<file path="src/hw/rtl/assert_macros.svh">
// assertion macros used by the top-level rtl file
`ifndef ASSERT_MACROS_SVH
`define ASSERT_MACROS_SVH

// same-cycle implication
`define ASSERT_IMPLIES(label, clk, rst_n, ante, cons) \
	label: assert property (@(posedge clk) disable iff (!(rst_n)) (ante) |-> (cons)) \
		else $error("assertion failed");

// next-cycle implication
`define ASSERT_NEXT(label, clk, rst_n, ante, cons) \
	label: assert property (@(posedge clk) disable iff (!(rst_n)) (ante) |=> (cons)) \
		else $error("assertion failed");

`endif

</file>
<file path="src/hw/rtl/rc2cbc_pkg.sv">
// types, constants and helper functions of the rc2 cbc block
`default_nettype none
package rc2cbc_pkg;

	localparam logic [2:0] REG_KEY_LOW  = 3'd0;
	localparam logic [2:0] REG_KEY_HIGH = 3'd1;
	localparam logic [2:0] REG_KEY_LEN  = 3'd2;
	localparam logic [2:0] REG_EFF_BITS = 3'd3;
	localparam logic [2:0] REG_IV       = 3'd4;
	localparam logic [2:0] REG_MODE     = 3'd5;

	localparam logic [1:0] MODE_CBC     = 2'd0;
	localparam logic [1:0] MODE_DEC     = 2'd2;

	localparam logic [3:0] OP_NONE = 4'd0;
	localparam logic [3:0] OP_KEY  = 4'd1;
	localparam logic [3:0] OP_FILL = 4'd2;
	localparam logic [3:0] OP_RED  = 4'd3;
	localparam logic [3:0] OP_BACK = 4'd4;
	localparam logic [3:0] OP_LO   = 4'd5;
	localparam logic [3:0] OP_SK   = 4'd6;
	localparam logic [3:0] OP_MIX  = 4'd7;
	localparam logic [3:0] OP_MASH = 4'd8;

	typedef struct packed {
		logic [3:0] op;
		logic [1:0] w;
		logic [6:0] e_waddr;
		logic [6:0] e_raddr;
		logic [5:0] k_raddr;
		logic       k_rsel_data;
		logic [5:0] k_waddr;
		logic       in_load;
		logic       x_load;
		logic       out_load;
	} cmd_t;

	typedef struct packed {
		logic [4:0] len;
		logic [7:0] t8;
		logic       key_wr;
		logic       dec;
	} status_t;

	localparam logic [7:0] PITABLE [256] = '{
		8'hd9, 8'h78, 8'hf9, 8'hc4, 8'h19, 8'hdd, 8'hb5, 8'hed, 8'h28, 8'he9, 8'hfd, 8'h79,
		8'h4a, 8'ha0, 8'hd8, 8'h9d, 8'hc6, 8'h7e, 8'h37, 8'h83, 8'h2b, 8'h76, 8'h53, 8'h8e,
		8'h62, 8'h4c, 8'h64, 8'h88, 8'h44, 8'h8b, 8'hfb, 8'ha2, 8'h17, 8'h9a, 8'h59, 8'hf5,
		8'h87, 8'hb3, 8'h4f, 8'h13, 8'h61, 8'h45, 8'h6d, 8'h8d, 8'h09, 8'h81, 8'h7d, 8'h32,
		8'hbd, 8'h8f, 8'h40, 8'heb, 8'h86, 8'hb7, 8'h7b, 8'h0b, 8'hf0, 8'h95, 8'h21, 8'h22,
		8'h5c, 8'h6b, 8'h4e, 8'h82, 8'h54, 8'hd6, 8'h65, 8'h93, 8'hce, 8'h60, 8'hb2, 8'h1c,
		8'h73, 8'h56, 8'hc0, 8'h14, 8'ha7, 8'h8c, 8'hf1, 8'hdc, 8'h12, 8'h75, 8'hca, 8'h1f,
		8'h3b, 8'hbe, 8'he4, 8'hd1, 8'h42, 8'h3d, 8'hd4, 8'h30, 8'ha3, 8'h3c, 8'hb6, 8'h26,
		8'h6f, 8'hbf, 8'h0e, 8'hda, 8'h46, 8'h69, 8'h07, 8'h57, 8'h27, 8'hf2, 8'h1d, 8'h9b,
		8'hbc, 8'h94, 8'h43, 8'h03, 8'hf8, 8'h11, 8'hc7, 8'hf6, 8'h90, 8'hef, 8'h3e, 8'he7,
		8'h06, 8'hc3, 8'hd5, 8'h2f, 8'hc8, 8'h66, 8'h1e, 8'hd7, 8'h08, 8'he8, 8'hea, 8'hde,
		8'h80, 8'h52, 8'hee, 8'hf7, 8'h84, 8'haa, 8'h72, 8'hac, 8'h35, 8'h4d, 8'h6a, 8'h2a,
		8'h96, 8'h1a, 8'hd2, 8'h71, 8'h5a, 8'h15, 8'h49, 8'h74, 8'h4b, 8'h9f, 8'hd0, 8'h5e,
		8'h04, 8'h18, 8'ha4, 8'hec, 8'hc2, 8'he0, 8'h41, 8'h6e, 8'h0f, 8'h51, 8'hcb, 8'hcc,
		8'h24, 8'h91, 8'haf, 8'h50, 8'ha1, 8'hf4, 8'h70, 8'h39, 8'h99, 8'h7c, 8'h3a, 8'h85,
		8'h23, 8'hb8, 8'hb4, 8'h7a, 8'hfc, 8'h02, 8'h36, 8'h5b, 8'h25, 8'h55, 8'h97, 8'h31,
		8'h2d, 8'h5d, 8'hfa, 8'h98, 8'he3, 8'h8a, 8'h92, 8'hae, 8'h05, 8'hdf, 8'h29, 8'h10,
		8'h67, 8'h6c, 8'hba, 8'hc9, 8'hd3, 8'h00, 8'he6, 8'hcf, 8'he1, 8'h9e, 8'ha8, 8'h2c,
		8'h63, 8'h16, 8'h01, 8'h3f, 8'h58, 8'he2, 8'h89, 8'ha9, 8'h0d, 8'h38, 8'h34, 8'h1b,
		8'hab, 8'h33, 8'hff, 8'hb0, 8'hbb, 8'h48, 8'h0c, 8'h5f, 8'hb9, 8'hb1, 8'hcd, 8'h2e,
		8'hc5, 8'hf3, 8'hdb, 8'h47, 8'he5, 8'ha5, 8'h9c, 8'h77, 8'h0a, 8'ha6, 8'h20, 8'h68,
		8'hfe, 8'h7f, 8'hc1, 8'had
	};

	// rotate left by 1, 2, 3, 5 for words 0..3
	function automatic logic [15:0] rol_enc(input logic [15:0] v, input logic [1:0] w);
		case (w)
			2'd0: return {v[14:0], v[15]};
			2'd1: return {v[13:0], v[15:14]};
			2'd2: return {v[12:0], v[15:13]};
			default: return {v[10:0], v[15:11]};
		endcase
	endfunction

	// inverse rotation
	function automatic logic [15:0] ror_dec(input logic [15:0] v, input logic [1:0] w);
		case (w)
			2'd0: return {v[0], v[15:1]};
			2'd1: return {v[1:0], v[15:2]};
			2'd2: return {v[2:0], v[15:3]};
			default: return {v[4:0], v[15:5]};
		endcase
	endfunction

endpackage
`default_nettype wire

</file>
<file path="src/hw/rtl/rc2cbc_ram.sv">
// generic single-write, single-read ram with registered read data
`default_nettype none
module rc2cbc_ram #(
	parameter int WIDTH = 8,
	parameter int DEPTH = 128
) (
	input  wire logic                     clk,
	input  wire logic                     we,
	input  wire logic [$clog2(DEPTH)-1:0] waddr,
	input  wire logic [WIDTH-1:0]         wdata,
	input  wire logic [$clog2(DEPTH)-1:0] raddr,
	output logic      [WIDTH-1:0]         rdata
);

	logic [WIDTH-1:0] mem [DEPTH];
	logic [WIDTH-1:0] rdata_q;

	always_ff @(posedge clk) begin
		if (we) begin
			mem[waddr] <= wdata;
		end
		rdata_q <= mem[raddr];
	end

	assign rdata = rdata_q;

endmodule
`default_nettype wire

</file>
<file path="src/hw/rtl/rc2cbc_ctrl.sv">
// controller: sequences key expansion, cipher rounds and result handoff
`default_nettype none
module rc2cbc_ctrl (
	input  wire logic                clk,
	input  wire logic                arst_n,
	input  wire logic                s_tvalid,
	output logic                     s_tready,
	output logic                     m_tvalid,
	input  wire logic                m_tready,
	input  wire rc2cbc_pkg::status_t status,
	output rc2cbc_pkg::cmd_t         cmd
);
	import rc2cbc_pkg::*;

	localparam logic [3:0] S_IDLE  = 4'd0;
	localparam logic [3:0] S_KLOAD = 4'd1;
	localparam logic [3:0] S_KFILL = 4'd2;
	localparam logic [3:0] S_KRED  = 4'd3;
	localparam logic [3:0] S_KBACK = 4'd4;
	localparam logic [3:0] S_KCOPY = 4'd5;
	localparam logic [3:0] S_START = 4'd6;
	localparam logic [3:0] S_MIX   = 4'd7;
	localparam logic [3:0] S_MASH  = 4'd8;
	localparam logic [3:0] S_FIN   = 4'd9;

	logic [3:0] state_q;
	logic [6:0] cnt_q;
	logic       ph_q;
	logic [5:0] step_q;
	logic [1:0] mash_q;
	logic       key_ready_q;
	logic       m_tvalid_q;
	logic [6:0] red_idx;

	assign red_idx = 7'(8'd128 - status.t8);

	always_comb begin
		cmd = '0;
		cmd.op = OP_NONE;
		s_tready = 1'b0;
		case (state_q)
			S_IDLE: begin
				s_tready = 1'b1;
				cmd.in_load = s_tvalid;
			end
			S_KLOAD: begin
				cmd.op = OP_KEY;
				cmd.e_waddr = cnt_q;
			end
			S_KFILL: begin
				cmd.e_raddr = cnt_q - 7'(status.len);
				cmd.e_waddr = cnt_q;
				if (ph_q) begin
					cmd.op = OP_FILL;
				end
			end
			S_KRED: begin
				cmd.e_raddr = red_idx;
				cmd.e_waddr = red_idx;
				if (ph_q) begin
					cmd.op = OP_RED;
				end
			end
			S_KBACK: begin
				cmd.e_raddr = cnt_q + status.t8[6:0];
				cmd.e_waddr = cnt_q;
				if (ph_q) begin
					cmd.op = OP_BACK;
				end
			end
			S_KCOPY: begin
				cmd.e_raddr = cnt_q;
				cmd.k_waddr = cnt_q[6:1];
				if (ph_q) begin
					cmd.op = cnt_q[0] ? OP_SK : OP_LO;
				end
			end
			S_START: begin
				cmd.x_load = 1'b1;
			end
			S_MIX: begin
				cmd.k_raddr = status.dec ? ~step_q : step_q;
				cmd.w = status.dec ? ~step_q[1:0] : step_q[1:0];
				if (ph_q) begin
					cmd.op = OP_MIX;
				end
			end
			S_MASH: begin
				cmd.k_rsel_data = 1'b1;
				cmd.w = status.dec ? ~mash_q : mash_q;
				if (ph_q) begin
					cmd.op = OP_MASH;
				end
			end
			S_FIN: begin
				cmd.out_load = !m_tvalid_q || m_tready;
			end
			default: begin
				cmd.op = OP_NONE;
			end
		endcase
	end

	always_ff @(posedge clk or negedge arst_n) begin
		if (!arst_n) begin
			state_q <= S_IDLE;
			cnt_q <= '0;
			ph_q <= 1'b0;
			step_q <= '0;
			mash_q <= '0;
			key_ready_q <= 1'b0;
			m_tvalid_q <= 1'b0;
		end else begin
			if (cmd.out_load) begin
				m_tvalid_q <= 1'b1;
			end else if (m_tready) begin
				m_tvalid_q <= 1'b0;
			end
			if (status.key_wr) begin
				key_ready_q <= 1'b0;
			end
			case (state_q)
				S_IDLE: begin
					ph_q <= 1'b0;
					cnt_q <= '0;
					if (s_tvalid) begin
						state_q <= key_ready_q ? S_START : S_KLOAD;
					end
				end
				S_KLOAD: begin
					if (8'(cnt_q) + 8'd1 == 8'(status.len)) begin
						state_q <= S_KFILL;
						cnt_q <= 7'(status.len);
					end else begin
						cnt_q <= cnt_q + 7'd1;
					end
				end
				S_KFILL: begin
					ph_q <= !ph_q;
					if (ph_q) begin
						if (cnt_q == 7'd127) begin
							state_q <= S_KRED;
						end else begin
							cnt_q <= cnt_q + 7'd1;
						end
					end
				end
				S_KRED: begin
					ph_q <= !ph_q;
					if (ph_q) begin
						if (status.t8 == 8'd128) begin
							state_q <= S_KCOPY;
							cnt_q <= '0;
						end else begin
							state_q <= S_KBACK;
							cnt_q <= 7'(8'd127 - status.t8);
						end
					end
				end
				S_KBACK: begin
					ph_q <= !ph_q;
					if (ph_q) begin
						if (cnt_q == 7'd0) begin
							state_q <= S_KCOPY;
						end else begin
							cnt_q <= cnt_q - 7'd1;
						end
					end
				end
				S_KCOPY: begin
					ph_q <= !ph_q;
					if (ph_q) begin
						cnt_q <= cnt_q + 7'd1;
						if (cnt_q == 7'd127) begin
							state_q <= S_START;
							key_ready_q <= 1'b1;
						end
					end
				end
				S_START: begin
					state_q <= S_MIX;
					step_q <= '0;
					ph_q <= 1'b0;
				end
				S_MIX: begin
					ph_q <= !ph_q;
					if (ph_q) begin
						if (step_q[1:0] == 2'd3 && (step_q[5:2] == 4'd4 || step_q[5:2] == 4'd10))
						begin
							state_q <= S_MASH;
							mash_q <= '0;
						end else if (step_q == 6'd63) begin
							state_q <= S_FIN;
						end else begin
							step_q <= step_q + 6'd1;
						end
					end
				end
				S_MASH: begin
					ph_q <= !ph_q;
					if (ph_q) begin
						if (mash_q == 2'd3) begin
							state_q <= S_MIX;
							step_q <= step_q + 6'd1;
						end else begin
							mash_q <= mash_q + 2'd1;
						end
					end
				end
				S_FIN: begin
					if (cmd.out_load) begin
						state_q <= S_IDLE;
					end
				end
				default: begin
					state_q <= S_IDLE;
				end
			endcase
		end
	end

	assign m_tvalid = m_tvalid_q;

endmodule
`default_nettype wire

</file>
<file path="src/hw/rtl/rc2cbc_dp.sv">
// datapath: config registers, expansion and subkey memories, cipher words, chaining
`default_nettype none
module rc2cbc_dp #(
	parameter int MAX_KEY_BYTES = 16
) (
	input  wire logic                clk,
	input  wire logic                arst_n,
	input  wire logic                cfg_we,
	input  wire logic [2:0]          cfg_index,
	input  wire logic [63:0]         cfg_data,
	input  wire logic [63:0]         s_tdata,
	input  wire logic                s_tlast,
	output logic      [63:0]         m_tdata,
	input  wire rc2cbc_pkg::cmd_t    cmd,
	output rc2cbc_pkg::status_t      status
);
	import rc2cbc_pkg::*;

	logic [63:0] key_low_q;
	logic [63:0] key_high_q;
	logic [4:0]  key_len_q;
	logic [10:0] eff_bits_q;
	logic [63:0] iv_q;
	logic [1:0]  mode_q;

	logic [63:0] in_q;
	logic        last_q;
	logic [63:0] chain_q;
	logic        start_q;
	logic [63:0] out_q;
	logic [7:0]  prev_q;
	logic [7:0]  lo_q;
	logic [15:0] y_q [4];

	logic [4:0]  len;
	logic [10:0] bits;
	logic [7:0]  mask;
	logic        dec;
	logic [63:0] key_src;
	logic [7:0]  key_byte;
	logic [7:0]  e_wdata;
	logic [7:0]  e_rdata;
	logic        e_we;
	logic [15:0] k_rdata;
	logic [5:0]  k_raddr;
	logic [15:0] mix_f;
	logic [15:0] new0;
	logic [63:0] blk;
	logic [63:0] result;

	always_comb begin
		if (key_len_q == 5'd0) begin
			len = 5'd1;
		end else if (key_len_q > 5'(MAX_KEY_BYTES)) begin
			len = 5'(MAX_KEY_BYTES);
		end else begin
			len = key_len_q;
		end
		if (eff_bits_q == 11'd0 || eff_bits_q > 11'd1024) begin
			bits = 11'd1024;
		end else begin
			bits = eff_bits_q;
		end
	end

	assign mask = 8'hff >> (3'd0 - bits[2:0]);
	assign dec = (mode_q == MODE_DEC);

	assign status.len = len;
	assign status.t8 = 8'((12'(bits) + 12'd7) >> 3);
	assign status.key_wr = cfg_we && (cfg_index inside {REG_KEY_LOW, REG_KEY_HIGH,
		REG_KEY_LEN, REG_EFF_BITS});
	assign status.dec = dec;

	always_ff @(posedge clk or negedge arst_n) begin
		if (!arst_n) begin
			key_low_q <= '0;
			key_high_q <= '0;
			key_len_q <= 5'd16;
			eff_bits_q <= 11'd128;
			iv_q <= '0;
			mode_q <= MODE_CBC;
		end else if (cfg_we) begin
			case (cfg_index)
				REG_KEY_LOW:  key_low_q <= cfg_data;
				REG_KEY_HIGH: key_high_q <= cfg_data;
				REG_KEY_LEN:  key_len_q <= cfg_data[4:0];
				REG_EFF_BITS: eff_bits_q <= cfg_data[10:0];
				REG_IV:       iv_q <= cfg_data;
				REG_MODE:     mode_q <= cfg_data[1:0];
				default: begin
				end
			endcase
		end
	end

	// key expansion byte path
	assign key_src = cmd.e_waddr[3] ? key_high_q : key_low_q;
	assign key_byte = 8'(key_src >> {cmd.e_waddr[2:0], 3'b000});

	always_comb begin
		case (cmd.op)
			OP_FILL: e_wdata = PITABLE[e_rdata + prev_q];
			OP_RED:  e_wdata = PITABLE[e_rdata & mask];
			OP_BACK: e_wdata = PITABLE[e_rdata ^ prev_q];
			default: e_wdata = key_byte;
		endcase
	end

	assign e_we = cmd.op inside {OP_KEY, OP_FILL, OP_RED, OP_BACK};
	assign k_raddr = cmd.k_rsel_data ? y_q[3][5:0] : cmd.k_raddr;

	rc2cbc_ram #(.WIDTH(8), .DEPTH(128)) u_exp_ram (
		.clk  (clk),
		.we   (e_we),
		.waddr(cmd.e_waddr),
		.wdata(e_wdata),
		.raddr(cmd.e_raddr),
		.rdata(e_rdata)
	);

	rc2cbc_ram #(.WIDTH(16), .DEPTH(64)) u_sk_ram (
		.clk  (clk),
		.we   (cmd.op == OP_SK),
		.waddr(cmd.k_waddr),
		.wdata({e_rdata, lo_q}),
		.raddr(k_raddr),
		.rdata(k_rdata)
	);

	// word 0 of the rotated view is always the word being updated
	assign mix_f = (y_q[1] & ~y_q[3]) + (y_q[2] & y_q[3]);

	always_comb begin
		if (cmd.op == OP_MASH) begin
			new0 = dec ? (y_q[0] - k_rdata) : (y_q[0] + k_rdata);
		end else if (dec) begin
			new0 = ror_dec(y_q[0], cmd.w) - mix_f - k_rdata;
		end else begin
			new0 = rol_enc(y_q[0] + mix_f + k_rdata, cmd.w);
		end
	end

	assign blk = in_q ^ ((mode_q == MODE_CBC) ? (start_q ? iv_q : chain_q) : 64'd0);
	assign result = dec ? {y_q[0], y_q[3], y_q[2], y_q[1]}
		: {y_q[3], y_q[2], y_q[1], y_q[0]};

	always_ff @(posedge clk or negedge arst_n) begin
		if (!arst_n) begin
			chain_q <= '0;
			start_q <= 1'b1;
		end else if (cmd.out_load && mode_q == MODE_CBC) begin
			chain_q <= result;
			start_q <= last_q;
		end
	end

	always_ff @(posedge clk) begin
		if (cmd.in_load) begin
			in_q <= s_tdata;
			last_q <= s_tlast;
		end
		if (e_we) begin
			prev_q <= e_wdata;
		end
		if (cmd.op == OP_LO) begin
			lo_q <= e_rdata;
		end
		if (cmd.out_load) begin
			out_q <= result;
		end
		if (cmd.x_load) begin
			if (dec) begin
				y_q[0] <= blk[63:48];
				y_q[1] <= blk[15:0];
				y_q[2] <= blk[31:16];
				y_q[3] <= blk[47:32];
			end else begin
				y_q[0] <= blk[15:0];
				y_q[1] <= blk[31:16];
				y_q[2] <= blk[47:32];
				y_q[3] <= blk[63:48];
			end
		end else if (cmd.op == OP_MIX || cmd.op == OP_MASH) begin
			if (dec) begin
				y_q[0] <= y_q[3];
				y_q[1] <= new0;
				y_q[2] <= y_q[1];
				y_q[3] <= y_q[2];
			end else begin
				y_q[0] <= y_q[1];
				y_q[1] <= y_q[2];
				y_q[2] <= y_q[3];
				y_q[3] <= new0;
			end
		end
	end

	assign m_tdata = out_q;

endmodule
`default_nettype wire

</file>
<file path="src/hw/rtl/rc2_block_cipher_cbc.sv">
// top level of the rc2 block cipher with cbc chaining
// One 64-bit block in, one 64-bit block out. With the key already expanded a block
// passes through a load state, 64 word updates and 8 mash word updates, each with an
// address phase and an update phase (for the registered read port of the 64x16 subkey
// memory), and a handoff state into the output register. With a free output the next
// block can be taken in the cycle after the handoff. After any write to key_low,
// key_high, key_length or effective_bits the next block first runs the key expansion
// on a 128x8 memory: it loads the key bytes, runs the fill, reduction and backward
// passes with a read phase and a write phase per byte, and packs the expanded bytes
// into the 64 subkeys. A new block is taken once the previous one has moved to the
// output register; configuration must be written only while the block is idle, which
// the block itself does not enforce.
`default_nettype none
module rc2_block_cipher_cbc #(
	parameter int MAX_KEY_BYTES = 16
) (
	input  wire logic        clk,
	input  wire logic        arst_n,
	input  wire logic        cfg_we,
	input  wire logic [2:0]  cfg_index,
	input  wire logic [63:0] cfg_data,
	input  wire logic        s_tvalid,
	output logic             s_tready,
	input  wire logic [63:0] s_tdata,  // data_block
	input  wire logic        s_tlast,
	output logic             m_tvalid,
	input  wire logic        m_tready,
	output logic      [63:0] m_tdata   // result_block
);
	import rc2cbc_pkg::*;

	`include "assert_macros.svh"

	cmd_t    cmd;
	status_t status;

	rc2cbc_ctrl u_ctrl (
		.clk     (clk),
		.arst_n  (arst_n),
		.s_tvalid(s_tvalid),
		.s_tready(s_tready),
		.m_tvalid(m_tvalid),
		.m_tready(m_tready),
		.status  (status),
		.cmd     (cmd)
	);

	rc2cbc_dp #(.MAX_KEY_BYTES(MAX_KEY_BYTES)) u_dp (
		.clk      (clk),
		.arst_n   (arst_n),
		.cfg_we   (cfg_we),
		.cfg_index(cfg_index),
		.cfg_data (cfg_data),
		.s_tdata  (s_tdata),
		.s_tlast  (s_tlast),
		.m_tdata  (m_tdata),
		.cmd      (cmd),
		.status   (status)
	);

	`ASSERT_NEXT(a_busy_after_accept, clk, arst_n, s_tvalid && s_tready, !s_tready)
	`ASSERT_IMPLIES(a_out_free_on_load, clk, arst_n, cmd.out_load, !m_tvalid || m_tready)
	`ASSERT_IMPLIES(a_no_load_while_busy, clk, arst_n, cmd.x_load || cmd.op == OP_MIX, !s_tready)

endmodule
`default_nettype wire
</file>
<file path="config.mk">
export PLATFORM = sky130hd
export DESIGN_NAME = rc2_block_cipher_cbc
export DESIGN_NICKNAME = d
export VERILOG_FILES = /design/src/hw/rtl/rc2cbc_pkg.sv /design/src/hw/rtl/rc2cbc_ram.sv /design/src/hw/rtl/rc2cbc_ctrl.sv /design/src/hw/rtl/rc2cbc_dp.sv /design/src/hw/rtl/rc2_block_cipher_cbc.sv
export VERILOG_INCLUDE_DIRS = /design/src /design/src/hw/rtl
export SDC_FILE = /design/constraint.sdc
export NUM_CORES = 2
export LEC_CHECK = 0
export ABC_AREA = 1
export ABC_CLOCK_PERIOD_IN_PS = 13200
export BUFFER_PORTS_ARGS = -buffer_cell sky130_fd_sc_hd__buf_2
export CAP_MARGIN = 20
export CORE_MARGIN = 2
export CORE_UTILIZATION = 50
export DETAILED_ROUTE_END_ITERATION = 8
export HOLD_SLACK_MARGIN = 0.03
export PLACE_DENSITY = 0.77
export SLEW_MARGIN = 0
export SYNTH_ARGS = -nofsm -noshare
export SYNTH_HDL_FRONTEND = slang
export SYNTH_SLANG_ARGS = --single-unit
</file>
<file path="constraint.sdc">
create_clock -name clk -period 13.2 [get_ports clk]
set_clock_uncertainty 0.05 [all_clocks]
set_input_delay 1.98 -clock clk [delete_from_list [all_inputs] [get_ports clk]]
set_output_delay 1.98 -clock clk [all_outputs]
set_load 0.02 [all_outputs]
</file>
==> results.md <==
* Status: complete, no violations
* Final layout net count at 12000
* CP arrival at 7.72 ns
* TritonCTS clock tree: yes
* DR vias at around 93000
* Synth Cell Area at 121000 um2
* Routability cong. at just over 1
* Post-synth EDFFs at 2257
* CP max stage delay at 0.80 ns
* Number of max-cap violations at 0
* DR pass1 iterations at 9
* Starting DRT DRC Count at 14600
* Register area share after synthesis at 62.8%
* CTS clk-pin slew, worst paths at 0.06 ns
* Core box area at 240000 um2
* CP Class: reg -> reg
* Clock Sinks at roughly 2600
* Crit path max fanout at 68
* Most frequent CP cell: buf_4
* Area delta synth->final at 10.3%
* Ys async rst share at a little under an eighth
* GRT Total Usage at 29.4%
* Slew Limit Headroom at between 10% and 20%
* Max clock buf depth at 4
* Worst slew pin tran at 1.28 ns
* Vias per cell at 6.13
* Avg Inst Size Synth at 10.2 um2
* Mapped Nets at 12100
* Top FF cell, synth: edfxtp_1
* Post-cts sizing count at 0
* FF+latch count, synth at 2578
* Setup crit start kind: flop
* Fin crit share at 54.8%
* Fmax at approximately 140 MHz
* Number of global-route vias before repair at 85900
* Critical Path End Type: flop
* Crit path max-delay cell type: nor2_1
* RSZ-0062 raised after global routing: false
* Initial Util at 50.2%
* HP Class: reg -> reg
* Total gr overflow at 0
* DIE AREA at between 200000 and 250000 um2
* CTS Hold Buffers Added at 0
* # H-tree levels at 5
* First-pass GRT wire length at 548000 um
* Gate Count Post-Synth at 11800
* Setup TNS at 0 ns
* Ys Warns at 0
* Layout cells sized above 1 at about 8.4%
* # port buffers at 202
* Final wirelength at 371000 um
* Post-CTS setup buffers at 0
* Largest net degree at the start of global routing at 227
* Final hold viol count at 0
* Number of top-level pins at 203
* Worst-skew pair later-pin latency at 0.95 ns
* DIE HEIGHT at 495 um
* Critical path, cell by cell: buf_4 -> ha_1 -> buf_4 -> nand2_1 -> inv_1 -> nor2_2 -> buf_4 -> clkinv_1 -> nor2_1 -> o21ai_0 -> o211ai_1 -> nand3_1 -> o21ai_0 -> nand2_1 -> nand3_1 -> a21oi_1 -> nor2_1 -> nand2_4 -> buf_4
* Number of routed nets with antenna violations at 0
* Post-DP HPWL at 232000 um
* Inserted Clock Buffers at 274
* DRC at 0
* Synth cell types at 66
* Setup-failing EPs final at 0
* DR WL/cell at 24.5 um
* # rows at 180
* Pins Over Slew Limit at 0
* Root Driver: clkbuf_16
* Chip width at 495 um
* Period minus WS final at around 7.2 ns
* WP data required at between 10 and 15 ns
* Number of antenna violations at the first check in global routing at 23
## Yosys cell counts, types with 8 or more instances
library cell | number | area share, %
clkinv_1 | 13 | 0.040
o21ai_1 | 34 | 0.14
a22oi_1 | 11 | 0.068
a221oi_1 | 14 | 0.10
o221ai_1 | 165 | 1.2
buf_1 | 60 | 0.19
dfxtp_1 | 24 | 0.40
a21oi_1 | 357 | 1.5
o22ai_1 | 177 | 0.92
o2111ai_1 | 17 | 0.12
xnor2_1 | 36 | 0.26
clkbuf_1 | 546 | 1.7
nand3_1 | 805 | 3.3
nor3_1 | 43 | 0.18
o31ai_1 | 26 | 0.16
o211ai_1 | 318 | 2.0
inv_2 | 17 | 0.053
o21ai_0 | 1740 | 7.2
a211oi_1 | 24 | 0.15
a31oi_1 | 43 | 0.22
nand3_2 | 9 | 0.075
nand4_1 | 31 | 0.16
dfrtp_1 | 294 | 6.1
buf_2 | 130 | 0.54
nor4_1 | 8 | 0.042
nand2_2 | 8 | 0.042
nand3b_1 | 36 | 0.22
nor2_2 | 12 | 0.062
o311ai_0 | 20 | 0.15
or2_2 | 122 | 0.63
nand2_1 | 1872 | 5.8
inv_1 | 853 | 2.7
ha_1 | 119 | 1.2
nor2_1 | 1327 | 4.1
edfxtp_1 | 2257 | 56
fa_1 | 34 | 0.56
xor2_1 | 91 | 0.66
o21bai_1 | 46 | 0.29
## state kept, by name (all words and copies together), names as in the netlist, 5 cells and up
| register | flops |
|---|---|
| u_dp.u_exp_ram.mem | 1024 |
| u_dp.prev_q | 8 |
| u_ctrl.cnt_q | 7 |
| u_dp.m_tdata | 64 |
| u_dp.u_sk_ram.rdata | 16 |
| u_dp.key_len_q | 5 |
| u_dp.lo_q | 8 |
| u_dp.key_high_q | 64 |
| u_dp.eff_bits_q | 11 |
| u_dp.iv_q | 64 |
| u_dp.y_q | 64 |
| u_dp.key_low_q | 64 |
| u_ctrl.step_q | 6 |
| u_dp.in_q | 64 |
| u_dp.u_exp_ram.rdata | 8 |
| u_dp.u_sk_ram.mem | 1024 |
| u_dp.chain_q | 64 |
## per-stage QoR
| step | instances | worst slack (ns) | area, um2 | hold WS [ns] | utilization, % |
|---|---|---|---|---|---|
| final | 15100 | 5.96 | 133000 | 0.424 | 55.4 |
| after detailed placement | 14700 | 6.41 | 125000 | 0.405 | 51.9 |
| after global routing | 15100 | 5.67 | 133000 | 0.443 | 55.4 |
| after CTS | 15100 | 6.35 | 133000 | 0.419 | 55.3 |
| after global placement | 14700 | 6.44 | 125000 | 0.394 | 51.9 |
| after floorplan | 11800 | 7.12 | 121000 | 0.383 | - |
## worst max-delay path: cells and delay by family, from the launching register on
family          cells  cell delay, ns
buf+inv             6            2.49
flops               1            0.38
fa+ha+maj           1            0.36
compound gates      4            0.73
simple gates        8            2.65
## cell usage in the layout (no fill, tap or decap), types with 176 or more instances in the layout
cell type,Yosys,routed
o21ai_0,1740,1737
edfxtp_1,2257,2257
inv_1,853,848
buf_2,130,201
nand2_1,1872,1854
nand3_1,805,803
buf_4,3,209
dfrtp_1,294,294
nor2_1,1327,1316
a21oi_1,357,354
o22ai_1,177,176
o211ai_1,318,318
clkbuf_16,0,280
## path summary, 6_finish.rpt
check,start,end,slack (ns),cells after the start
setup reg to reg,u_dp.u_exp_ram.rdata[2]$_DFF_P_,u_dp.u_exp_ram.mem[122][1]$_DFFE_PP_,5.96,19
hold reg to reg,u_dp.last_q$_DFFE_PP_,u_dp.start_q$_DFFE_PN1P_,0.42,2
hold / removal,u_dp.last_q$_DFFE_PP_,u_dp.start_q$_DFFE_PN1P_,0.42,2
min in group asynchronous,arst_n,u_dp.chain_q[2]$_DFFE_PN0P_,1.04,1
setup / recovery,u_dp.u_exp_ram.rdata[2]$_DFF_P_,u_dp.u_exp_ram.mem[122][1]$_DFFE_PP_,5.96,19
max in group asynchronous,arst_n,u_dp.key_low_q[4]$_DFFE_PN0P_,9.64,3
## routing by layer
layer	track usage [%]	part of all wire, %
met5	0	0.017
met4	14.2	5.5
met3	6.07	11
met2	45.0	45
met1	40.3	38
## cells by family after synthesis
family / share of synthesized area, %
other: 0.00311
adders and majority gates: 1.80
xor gates and xnor gates: 0.923
and+or+nand+nor: 14.8
AOI/OAI and AO/OA: 14.5
buffers and inverters: 5.19
DFF: 62.8
## final cells by class
| cell class | instances | area (um2) |
|---|---|---|
| Tap cell | 3185 | 3990 |
| Inverter | 883 | 3340 |
| Antenna cell | 16 | 40.0 |
| Clock buffer | 361 | 7410 |
| Timing Repair Buffer | 421 | 2830 |
| Multi-Input combinational cell | 7595 | 38900 |
| Clock inverter | 92 | 817 |
| Fill cell | 20000 | 107000 |
| Sequential cell | 2578 | 75700 |
Power is left out: the tool's default activity adds up to more than one toggle a clock period on the data nets, which glitch-free logic cannot reach.
